<file path="config.mk">
export PLATFORM = sky130hd
export DESIGN_NAME = decimate_vad_mulaw_encoder_top
export DESIGN_NICKNAME = d
export VERILOG_FILES = /design/src/hw/rtl/dvme_pkg.sv /design/src/hw/rtl/dvme_div.sv /design/src/hw/rtl/dvme_win.sv /design/src/hw/rtl/decimate_vad_mulaw_encoder_top.sv
export SDC_FILE = /design/constraint.sdc
export NUM_CORES = 2
export LEC_CHECK = 0
export BUFFER_PORTS_ARGS = -buffer_cell sky130_fd_sc_hd__buf_2
export CAP_MARGIN = 15
export CELL_PAD_IN_SITES_DETAIL_PLACEMENT = 1
export CELL_PAD_IN_SITES_GLOBAL_PLACEMENT = 1
export CORE_MARGIN = 5
export CORE_UTILIZATION = 50
export DETAILED_ROUTE_END_ITERATION = 6
export PLACE_DENSITY = 0.71
export SLEW_MARGIN = 30
export SYNTH_ARGS = -nofsm -noshare
export SYNTH_HDL_FRONTEND = slang
export SYNTH_SLANG_ARGS = --single-unit
</file>
<file path="constraint.sdc">
create_clock -name clk_i -period 21.4 [get_ports clk_i]
set_input_delay 3.21 -clock clk_i [delete_from_list [all_inputs] [get_ports clk_i]]
set_output_delay 3.21 -clock clk_i [all_outputs]
set_load 0.01 [all_outputs]
</file>
<file path="src/hw/rtl/dvme_pkg.sv">
// Shared types, constants and the mu-law code function of the decimating
// mu-law encoder with its energy gate. Used by every module of the block.
package dvme_pkg;

  localparam int unsigned Window   = 160;
  localparam int unsigned MaxRatio = 16;
  localparam int unsigned PosW     = $clog2(Window);
  localparam int unsigned FillW    = $clog2(Window + 1);
  localparam int unsigned CntW     = $clog2(MaxRatio + 1);
  localparam int unsigned AccW     = 16 + $clog2(MaxRatio) + 1;
  localparam int unsigned SumW     = 16 + $clog2(Window) + 1;
  localparam int unsigned StepW    = $clog2(AccW + 1);

  localparam logic [15:0] MuClip = 16'd32635;
  localparam logic [15:0] MuBias = 16'h0084;

  localparam logic [15:0] RateInRst  = 16'd44100;
  localparam logic [15:0] RateOutRst = 16'd8000;
  localparam logic [14:0] ThrRst     = 15'd300;
  localparam logic [15:0] HoldRst    = 16'd25;
  localparam logic [23:0] ChunkRst   = 24'd240000;

  typedef enum logic [2:0] {
    CFG_RATE_IN   = 3'd0,
    CFG_RATE_OUT  = 3'd1,
    CFG_VAD_EN    = 3'd2,
    CFG_VAD_THR   = 3'd3,
    CFG_VAD_HOLD  = 3'd4,
    CFG_CHUNK_LEN = 3'd5
  } cfg_idx_e;

  typedef enum logic [1:0] {
    ST_IDLE,
    ST_DIV,
    ST_UPD
  } state_e;

  typedef struct packed {
    logic warm;
    logic loud;
  } win_stat_t;

  function automatic logic [7:0] mu_code(input logic [15:0] s);
    logic        sign;
    logic [15:0] mag;
    logic [2:0]  expo;
    logic [3:0]  mant;
    sign = s[15];
    mag  = sign ? (16'd0 - s) : s;
    if (mag > MuClip) begin
      mag = MuClip;
    end
    mag  = mag + MuBias;
    expo = 3'd0;
    for (int i = 0; i < 7; i++) begin
      if (mag[i + 8]) begin
        expo = 3'(i + 1);
      end
    end
    mant = 4'(mag >> ({1'b0, expo} + 4'd3));
    return ~{sign, expo, mant};
  endfunction

endpackage

</file>
<file path="src/hw/rtl/dvme_div.sv">
// Restoring divider, one quotient bit per cycle, for the averaged sample.
// Depends on dvme_pkg for widths.
module dvme_div (
  input  logic                          clk_i,
  input  logic                          rst_ni,
  input  logic                          start_i,
  input  logic [dvme_pkg::AccW-1:0]     dividend_i,
  input  logic [dvme_pkg::CntW-1:0]     divisor_i,
  output logic                          done_o,
  output logic [dvme_pkg::AccW-1:0]     quot_o
);

  logic [dvme_pkg::AccW-1:0]  dvd_q, dvd_d;
  logic [dvme_pkg::CntW-1:0]  rem_q, rem_d, dsr_q, dsr_d;
  logic [dvme_pkg::StepW-1:0] step_q, step_d;
  logic                       busy_q, busy_d, done_q, done_d;
  logic [dvme_pkg::CntW:0]    trial;
  logic [dvme_pkg::CntW:0]    shifted;

  always_comb begin
    dvd_d   = dvd_q;
    rem_d   = rem_q;
    dsr_d   = dsr_q;
    step_d  = step_q;
    busy_d  = busy_q;
    done_d  = 1'b0;
    shifted = {rem_q, dvd_q[dvme_pkg::AccW-1]};
    trial   = shifted - {1'b0, dsr_q};
    if (start_i) begin
      dvd_d  = dividend_i;
      dsr_d  = divisor_i;
      rem_d  = '0;
      step_d = '0;
      busy_d = 1'b1;
    end else if (busy_q) begin
      if (!trial[dvme_pkg::CntW]) begin
        rem_d = trial[dvme_pkg::CntW-1:0];
      end else begin
        rem_d = shifted[dvme_pkg::CntW-1:0];
      end
      dvd_d  = {dvd_q[dvme_pkg::AccW-2:0], ~trial[dvme_pkg::CntW]};
      step_d = step_q + 1'b1;
      if (step_q == dvme_pkg::StepW'(dvme_pkg::AccW - 1)) begin
        busy_d = 1'b0;
        done_d = 1'b1;
      end
    end
  end

  always_ff @(posedge clk_i or negedge rst_ni) begin
    if (!rst_ni) begin
      busy_q <= 1'b0;
      done_q <= 1'b0;
      step_q <= '0;
    end else begin
      busy_q <= busy_d;
      done_q <= done_d;
      step_q <= step_d;
    end
  end

  always_ff @(posedge clk_i) begin
    dvd_q <= dvd_d;
    rem_q <= rem_d;
    dsr_q <= dsr_d;
  end

  assign done_o = done_q;
  assign quot_o = dvd_q;

endmodule

</file>
<file path="src/hw/rtl/dvme_win.sv">
// Sliding window of absolute output levels: ring memory, fill count and sum.
// Depends on dvme_pkg for the window size and status type.
module dvme_win (
  input  logic                  clk_i,
  input  logic                  rst_ni,
  input  logic                  upd_i,
  input  logic [15:0]           level_i,
  input  logic [14:0]           thr_i,
  output dvme_pkg::win_stat_t   stat_o
);

  logic [15:0]                 mem [dvme_pkg::Window];
  logic [15:0]                 rdata_q;
  logic [dvme_pkg::PosW-1:0]   pos_q, pos_d;
  logic [dvme_pkg::FillW-1:0]  fill_q, fill_d;
  logic [dvme_pkg::SumW-1:0]   sum_q, sum_d;
  logic [15:0]                 old_lvl;
  logic [dvme_pkg::SumW:0]     bound;

  always_comb begin
    old_lvl = (fill_q < dvme_pkg::FillW'(dvme_pkg::Window)) ? 16'd0 : rdata_q;
    sum_d   = sum_q - dvme_pkg::SumW'(old_lvl) + dvme_pkg::SumW'(level_i);
    pos_d   = (pos_q == dvme_pkg::PosW'(dvme_pkg::Window - 1)) ? '0 : pos_q + 1'b1;
    fill_d  = (fill_q < dvme_pkg::FillW'(dvme_pkg::Window)) ? fill_q + 1'b1 : fill_q;
    bound   = ((dvme_pkg::SumW + 1)'(thr_i) + 1'b1) *
              (dvme_pkg::SumW + 1)'(dvme_pkg::Window);
    stat_o.warm = fill_d < dvme_pkg::FillW'(dvme_pkg::Window);
    stat_o.loud = {1'b0, sum_d} >= bound;
  end

  always_ff @(posedge clk_i or negedge rst_ni) begin
    if (!rst_ni) begin
      pos_q  <= '0;
      fill_q <= '0;
      sum_q  <= '0;
    end else if (upd_i) begin
      pos_q  <= pos_d;
      fill_q <= fill_d;
      sum_q  <= sum_d;
    end
  end

  always_ff @(posedge clk_i) begin
    rdata_q <= mem[pos_q];
    if (upd_i) begin
      mem[pos_q] <= level_i;
    end
  end

endmodule

</file>
<file path="src/hw/rtl/decimate_vad_mulaw_encoder_top.sv">
// Top level of the decimating mu-law encoder with energy gate.
// Depends on dvme_pkg, dvme_div and dvme_win.
//
// Input samples arrive on in_valid_i / in_stall_o with pcm_in_i. Each
// transfer is accumulated and advances the phase. A sample that completes
// no output is accepted without a stall, so such samples can follow back to
// back. A sample that completes an output stalls the input while the
// bit-serial divider runs (one bit per cycle over the accumulator width),
// while its done flag is registered and through the update state.
// Results leave on out_valid_o / out_stall_i through an output register:
// pcm_out_o, mulaw_code_o, kept_o, chunk_end_o and chunk_bytes_o. While the
// receiver stalls, the result holds and a following output waits in its
// update cycle, with the input stalled, until the register is free.
// Configuration is written through cfg_we_i, cfg_idx_i and cfg_wdata_i
// while the block is idle. Reset restores the default registers, clears the
// phase, accumulator, window, holdover and chunk counters and empties the
// output register; no clearing pass is needed.
module decimate_vad_mulaw_encoder_top (
  input  logic        clk_i,
  input  logic        rst_ni,
  input  logic        cfg_we_i,
  input  logic [2:0]  cfg_idx_i,
  input  logic [23:0] cfg_wdata_i,
  input  logic        in_valid_i,
  output logic        in_stall_o,
  input  logic [15:0] pcm_in_i,
  output logic        out_valid_o,
  input  logic        out_stall_i,
  output logic [15:0] pcm_out_o,
  output logic [7:0]  mulaw_code_o,
  output logic        kept_o,
  output logic        chunk_end_o,
  output logic [23:0] chunk_bytes_o
);

  logic [15:0] rate_in_q, rate_out_q, hold_cfg_q;
  logic [14:0] thr_q;
  logic        vad_en_q;
  logic [23:0] chunk_len_q;

  dvme_pkg::state_e state_q, state_d;

  logic [16:0]                  phase_q, phase_d;
  logic [dvme_pkg::AccW-1:0]    acc_q, acc_d;
  logic [dvme_pkg::CntW-1:0]    cnt_q, cnt_d;
  logic                         neg_q, neg_d;
  logic [15:0]                  hold_q, hold_d;
  logic [23:0]                  csmp_q, csmp_d, ckept_q, ckept_d;

  logic        out_valid_q, out_valid_d;
  logic [15:0] pcm_q, pcm_d;
  logic [7:0]  code_q, code_d;
  logic        kept_q, kept_d, end_q, end_d;
  logic [23:0] bytes_q, bytes_d;

  logic                         div_start, div_done, win_upd;
  logic [dvme_pkg::AccW-1:0]    div_dvd, div_quot;
  logic [dvme_pkg::AccW-1:0]    sum_new;
  logic [dvme_pkg::CntW-1:0]    cnt_new;
  logic [16:0]                  modulus, incr, ph_sum;
  logic [23:0]                  limit, csmp_inc;
  logic [15:0]                  avg, level;
  logic                         in_xfer, out_free, keep;
  dvme_pkg::win_stat_t          wstat;

  always_ff @(posedge clk_i or negedge rst_ni) begin
    if (!rst_ni) begin
      rate_in_q   <= dvme_pkg::RateInRst;
      rate_out_q  <= dvme_pkg::RateOutRst;
      vad_en_q    <= 1'b1;
      thr_q       <= dvme_pkg::ThrRst;
      hold_cfg_q  <= dvme_pkg::HoldRst;
      chunk_len_q <= dvme_pkg::ChunkRst;
    end else if (cfg_we_i) begin
      unique case (cfg_idx_i)
        dvme_pkg::CFG_RATE_IN:   rate_in_q   <= cfg_wdata_i[15:0];
        dvme_pkg::CFG_RATE_OUT:  rate_out_q  <= cfg_wdata_i[15:0];
        dvme_pkg::CFG_VAD_EN:    vad_en_q    <= cfg_wdata_i[0];
        dvme_pkg::CFG_VAD_THR:   thr_q       <= cfg_wdata_i[14:0];
        dvme_pkg::CFG_VAD_HOLD:  hold_cfg_q  <= cfg_wdata_i[15:0];
        dvme_pkg::CFG_CHUNK_LEN: chunk_len_q <= cfg_wdata_i;
        default: ;
      endcase
    end
  end

  assign in_stall_o = (state_q != dvme_pkg::ST_IDLE);
  assign in_xfer    = in_valid_i && !in_stall_o;
  assign out_free   = !out_valid_q || !out_stall_i;

  always_comb begin
    modulus  = (rate_in_q == 16'd0) ? 17'd1 : {1'b0, rate_in_q};
    incr     = ({1'b0, rate_out_q} < modulus) ? {1'b0, rate_out_q} : modulus;
    ph_sum   = phase_q + incr;
    sum_new  = acc_q + dvme_pkg::AccW'(signed'(pcm_in_i));
    cnt_new  = cnt_q + 1'b1;
    div_dvd  = sum_new[dvme_pkg::AccW-1] ? (dvme_pkg::AccW'(0) - sum_new) : sum_new;
    limit    = (chunk_len_q == 24'd0) ? 24'd1 : chunk_len_q;
    csmp_inc = csmp_q + 1'b1;
    avg      = neg_q ? (16'd0 - div_quot[15:0]) : div_quot[15:0];
    level    = div_quot[15:0];

    state_d     = state_q;
    phase_d     = phase_q;
    acc_d       = acc_q;
    cnt_d       = cnt_q;
    neg_d       = neg_q;
    hold_d      = hold_q;
    csmp_d      = csmp_q;
    ckept_d     = ckept_q;
    out_valid_d = out_valid_q && out_stall_i;
    pcm_d       = pcm_q;
    code_d      = code_q;
    kept_d      = kept_q;
    end_d       = end_q;
    bytes_d     = bytes_q;
    div_start   = 1'b0;
    win_upd     = 1'b0;
    keep        = 1'b1;

    unique case (state_q)
      dvme_pkg::ST_IDLE: begin
        if (in_xfer) begin
          phase_d = (ph_sum >= modulus) ? ph_sum - modulus : ph_sum;
          if ((ph_sum >= modulus) ||
              (cnt_new >= dvme_pkg::CntW'(dvme_pkg::MaxRatio))) begin
            div_start = 1'b1;
            neg_d     = sum_new[dvme_pkg::AccW-1];
            acc_d     = '0;
            cnt_d     = '0;
            state_d   = dvme_pkg::ST_DIV;
          end else begin
            acc_d = sum_new;
            cnt_d = cnt_new;
          end
        end
      end
      dvme_pkg::ST_DIV: begin
        if (div_done) begin
          state_d = dvme_pkg::ST_UPD;
        end
      end
      dvme_pkg::ST_UPD: begin
        if (!vad_en_q || wstat.warm) begin
          keep = 1'b1;
        end else if (wstat.loud) begin
          hold_d = hold_cfg_q;
        end else if (hold_q != 16'd0) begin
          hold_d = hold_q - 1'b1;
        end else begin
          keep = 1'b0;
        end
        if (out_free) begin
          win_upd     = 1'b1;
          out_valid_d = 1'b1;
          pcm_d       = avg;
          code_d      = dvme_pkg::mu_code(avg);
          kept_d      = keep;
          ckept_d     = ckept_q + 24'(keep);
          if (csmp_inc >= limit) begin
            end_d   = 1'b1;
            bytes_d = ckept_q + 24'(keep);
            csmp_d  = '0;
            ckept_d = '0;
          end else begin
            end_d   = 1'b0;
            bytes_d = '0;
            csmp_d  = csmp_inc;
          end
          state_d = dvme_pkg::ST_IDLE;
        end else begin
          hold_d = hold_q;
        end
      end
      default: state_d = dvme_pkg::ST_IDLE;
    endcase
  end

  always_ff @(posedge clk_i or negedge rst_ni) begin
    if (!rst_ni) begin
      state_q     <= dvme_pkg::ST_IDLE;
      phase_q     <= '0;
      acc_q       <= '0;
      cnt_q       <= '0;
      hold_q      <= '0;
      csmp_q      <= '0;
      ckept_q     <= '0;
      out_valid_q <= 1'b0;
    end else begin
      state_q     <= state_d;
      phase_q     <= phase_d;
      acc_q       <= acc_d;
      cnt_q       <= cnt_d;
      hold_q      <= hold_d;
      csmp_q      <= csmp_d;
      ckept_q     <= ckept_d;
      out_valid_q <= out_valid_d;
    end
  end

  always_ff @(posedge clk_i) begin
    neg_q   <= neg_d;
    pcm_q   <= pcm_d;
    code_q  <= code_d;
    kept_q  <= kept_d;
    end_q   <= end_d;
    bytes_q <= bytes_d;
  end

  dvme_div u_div (
    .clk_i      (clk_i),
    .rst_ni     (rst_ni),
    .start_i    (div_start),
    .dividend_i (div_dvd),
    .divisor_i  (cnt_new),
    .done_o     (div_done),
    .quot_o     (div_quot)
  );

  dvme_win u_win (
    .clk_i   (clk_i),
    .rst_ni  (rst_ni),
    .upd_i   (win_upd),
    .level_i (level),
    .thr_i   (thr_q),
    .stat_o  (wstat)
  );

  assign out_valid_o   = out_valid_q;
  assign pcm_out_o     = pcm_q;
  assign mulaw_code_o  = code_q;
  assign kept_o        = kept_q;
  assign chunk_end_o   = end_q;
  assign chunk_bytes_o = bytes_q;

`ifndef SYNTHESIS
  a_done_in_div: assert property (@(posedge clk_i) disable iff (!rst_ni)
    div_done |-> state_q == dvme_pkg::ST_DIV)
    else $error("divider finished outside the divide phase");

  a_bytes_zero: assert property (@(posedge clk_i) disable iff (!rst_ni)
    out_valid_o && !chunk_end_o |-> chunk_bytes_o == 24'd0)
    else $error("kept-byte count given without a chunk end");

  a_gate_off_keeps: assert property (@(posedge clk_i) disable iff (!rst_ni)
    out_valid_o && !vad_en_q |-> kept_o)
    else $error("sample dropped with the gate disabled");

  a_upd_to_idle: assert property (@(posedge clk_i) disable iff (!rst_ni)
    win_upd |=> out_valid_o && state_q == dvme_pkg::ST_IDLE)
    else $error("window update without a result in the output register");
`endif

endmodule
</file>
==> qor.csv <==
metric,value,unit
footprint of the multi-input gates,0.0333,mm²
H-Tree Depth,5,
Max Fclk,100,MHz
Seq. cell area,0.0858,mm²
Simple-Gate Fraction of Synth Area,3.93,%
"Reg clk slew, reported paths",60,ps
I/O pin count,100,
Clk pwr share,30.3,%
final hold vios,0,
WP data required,22040,ps
utilization of the core after routing,56.7,%
P_sw,5.36,mW
Cells after Synth,6410,
"Warnings, synthesis",0,
setup TNS,0,ps
Synth Area in Adders,2.27,%
cts bufs inserted,318,
total core area,0.241,mm²
DRT antenna net count,0,
type of the worst setup path,reg2reg,
IO Port Bufs,99,
clk buf depth,4,
Synth Area in Compound Gates,3.02,%
Synth top area share,65.5,%
postcts setup bufs,0,
starting density of the core,50.3,%
Design Power,17.3,mW
synthesized area per cell,18.9,µm²
combinational family with the most area after synthesis,multiplexers,
Worst setup SP type,flop,
Final nets,7041,
synthesized net count,6665,
Hold Path Class,reg2reg,
post-synth cell types,94,
routed vias,63425,
clock sinks,2904,
"Setup violations, final",0,
Die Area,0.252,mm²
total gr overflow,0,
1st-iter DRT viols,7219,
endpoint class of the critical path,flop,
die span in y,502,µm
vias in the first global route,66601,
CP Buf/Inv Count,4,
mapped cell area,0.121,mm²
unrepaired setup endpoints after global routing,no,
layout cell share with drive strength beyond 1,26.2,%
clk_skew,93.4,ps
Leak,44.6,nW
post-DR wirelength/cell,30.7,µm
most frequent CP cell,and3_1,
Tcrit/Tclk final,46.5,%
Clock Latency Late Sink,970,ps
Tightest Pin Transition,1080,ps
internal power,11.9,mW
Rel. slew slack,28.3,%
Worst path max stage delay,650,ps
P&R area growth vs syn,12.8,%
Max Slew Vio Count,0,
Worst Min Path Start,acc_q[13]$_DFFE_PN0P_,
via/cell ratio,6.22,
min Tclk post-route,9960,ps
GP Congestion,0.804,
pin count of the biggest net entering global routing,178,
number of enable flip-flop cells after synthesis,2637,
multiplexer area fraction after synthesis,16.7,%
Most used DFF post-synth,edfxtp_1,
CTS tree,built,
first-pass GRT wire length,465000,µm
final wirelength,314000,µm
worst reg2reg setup slack,11440,ps
highest-delay cell along the critical path,fa_1,
PwrDens,126,mW/mm²
WHS Path Cells,2,
"Seq/Total Area, Yosys",71.0,%
cell with the most instances after synthesis,edfxtp_1,
Yosys top cell by area,edfxtp_1,
GRT Overall Usage,25.1,%
combinational share of power,27.7,%
Std-Cell Rows,180,
DRT Pass-1 Iters,5,
CP Data Arrival Time,10600,ps
hold_buf cts,0,
Sw Ratio,31.1,%
total of max-cap violations,0,
initial antenna violation count,12,
Root Buffer,clkbuf_16,
Die Span X,502,µm
DRC Markers,0,
DP HPWL,184000,µm
fillcell total,21084,
status,"finished, final reports clean",
asr flop ratio synth,8.47,%
"top cells by area, synth","edfxtp_1, mux4_2, dfrtp_1",
top post-synthesis cells by count,"edfxtp_1, mux4_2, nand2_1",
R2R Path End,chunk_bytes_o[22]$_SDFFCE_PN0P_,
Critical Path Fanout Max,57,
Seq cells post-synth,2904,
Post-Synth XOR/XNOR Area,1.49,%
Hold EP,acc_q[13]$_DFFE_PN0P_,
FF-to-FF Start,u_div.quot_o[1]$_DFFE_PP_,
CTS resizes,0,
Top Family by Delay on Critical Path,compound AO/OA/AOI/OAI gates,
power share of the sequential group,42.0,%
R2R depth,39,
Peak VDD IR,0.000148,V
## worst min-delay path, stage by stage (launching register included)
cell	delay [ps]
dfrtp_1	340
nand2_1	50
o31ai_1	50
## routing by layer
metal | global-route usage (%) | routed length, µm | vias to the layer above
li1 | - | - | 26481
met1 | 36.1 | 130000 | 33880
met2 | 40.3 | 151000 | 2540
met3 | 3.73 | 21700 | 520
met4 | 7.86 | 10400 | 4
met5 | 0 | 26 | -
## power by group through the flow
stage / clock [mW] / combinational (mW) / sequential (mW)
floorplan: 0 / 2.96 / 7.76
global placement: 0 / 4.58 / 7.35
detailed placement: 0 / 4.79 / 7.36
CTS: 5.34 / 4.81 / 7.24
global route: 5.62 / 5.29 / 7.25
finish: 5.23 / 4.78 / 7.24
## cell type report
| cell class | count | area share, % |
|---|---|---|
| inverter | 209 | 0.577 |
| multi-input combinational | 2994 | 24.4 |
| tap | 3185 | 2.92 |
| timing repair buffer | 359 | 1.97 |
| antenna | 1 | 0.00183 |
| clock inverter | 159 | 1.07 |
| sequential | 2904 | 62.9 |
| clock buffer | 389 | 6.11 |
## cell families after synthesis
group	after synthesis
flip-flops	2904
adder cells (fa/ha/maj)	207
multiplexers	974
buffers and inverters	512
AO/OA/AOI/OAI	591
XOR/XNOR	205
AND/OR/NAND/NOR	1017
## worst max-delay path by stage
| stage | slack [ps] | to | from | depth (start not counted) |
|---|---|---|---|---|
| after floorplan | 11410 | chunk_bytes_o[22]$_SDFFCE_PN0P_ | u_div.quot_o[2]$_DFFE_PP_ | 38 |
| after global placement | 11660 | u_div.quot_o[14]$_DFFE_PP_ | rate_in_q[8]$_DFFE_PN0P_ | 36 |
| after detailed placement | 11480 | chunk_bytes_o[22]$_SDFFCE_PN0P_ | u_div.quot_o[1]$_DFFE_PP_ | 39 |
| after CTS | 11390 | chunk_bytes_o[22]$_SDFFCE_PN0P_ | u_div.quot_o[1]$_DFFE_PP_ | 39 |
| after global routing | 10580 | chunk_bytes_o[22]$_SDFFCE_PN0P_ | u_div.quot_o[1]$_DFFE_PP_ | 39 |
| final | 11440 | chunk_bytes_o[22]$_SDFFCE_PN0P_ | u_div.quot_o[1]$_DFFE_PP_ | 39 |
## registers in the layout (all words and copies together) (netlist names), 17 cells and up
name,cells
chunk_len_q,24
phase_q,17
u_win.mem,2560
u_div.quot_o,21
ckept_q,24
acc_q,21
csmp_q,24
chunk_bytes_o,24
u_win.sum_q,25
## layout by cell type (no fill, tap or decap), types with 54 or more instances in the layout
cell type     n
buf_4       234
xnor2_1     137
a21oi_1     115
nand2_1     326
nor3_1       54
dfrtp_1     213
clkinv_1     60
ha_1        186
mux2_2       97
inv_1       205
clkbuf_1     64
xor2_1       66
mux4_2      825
o21ai_0     242
nand3_1      61
edfxtp_1   2637
nor2_1      258
buf_2        98
clkbuf_16   322
## stage by stage
step                setup slack (ps)  cell area [µm²]  instances  hold slack [ps]
CTS                            11390           136000      10198              487
floorplan                      11410           121000       6410              436
global route                   10580           136000      10200              497
finish                         11440           136000      10200              484
global placement               11660           126000       9648              465
detailed placement             11480           127000       9650              473
Power figures use the tool's default switching activity.
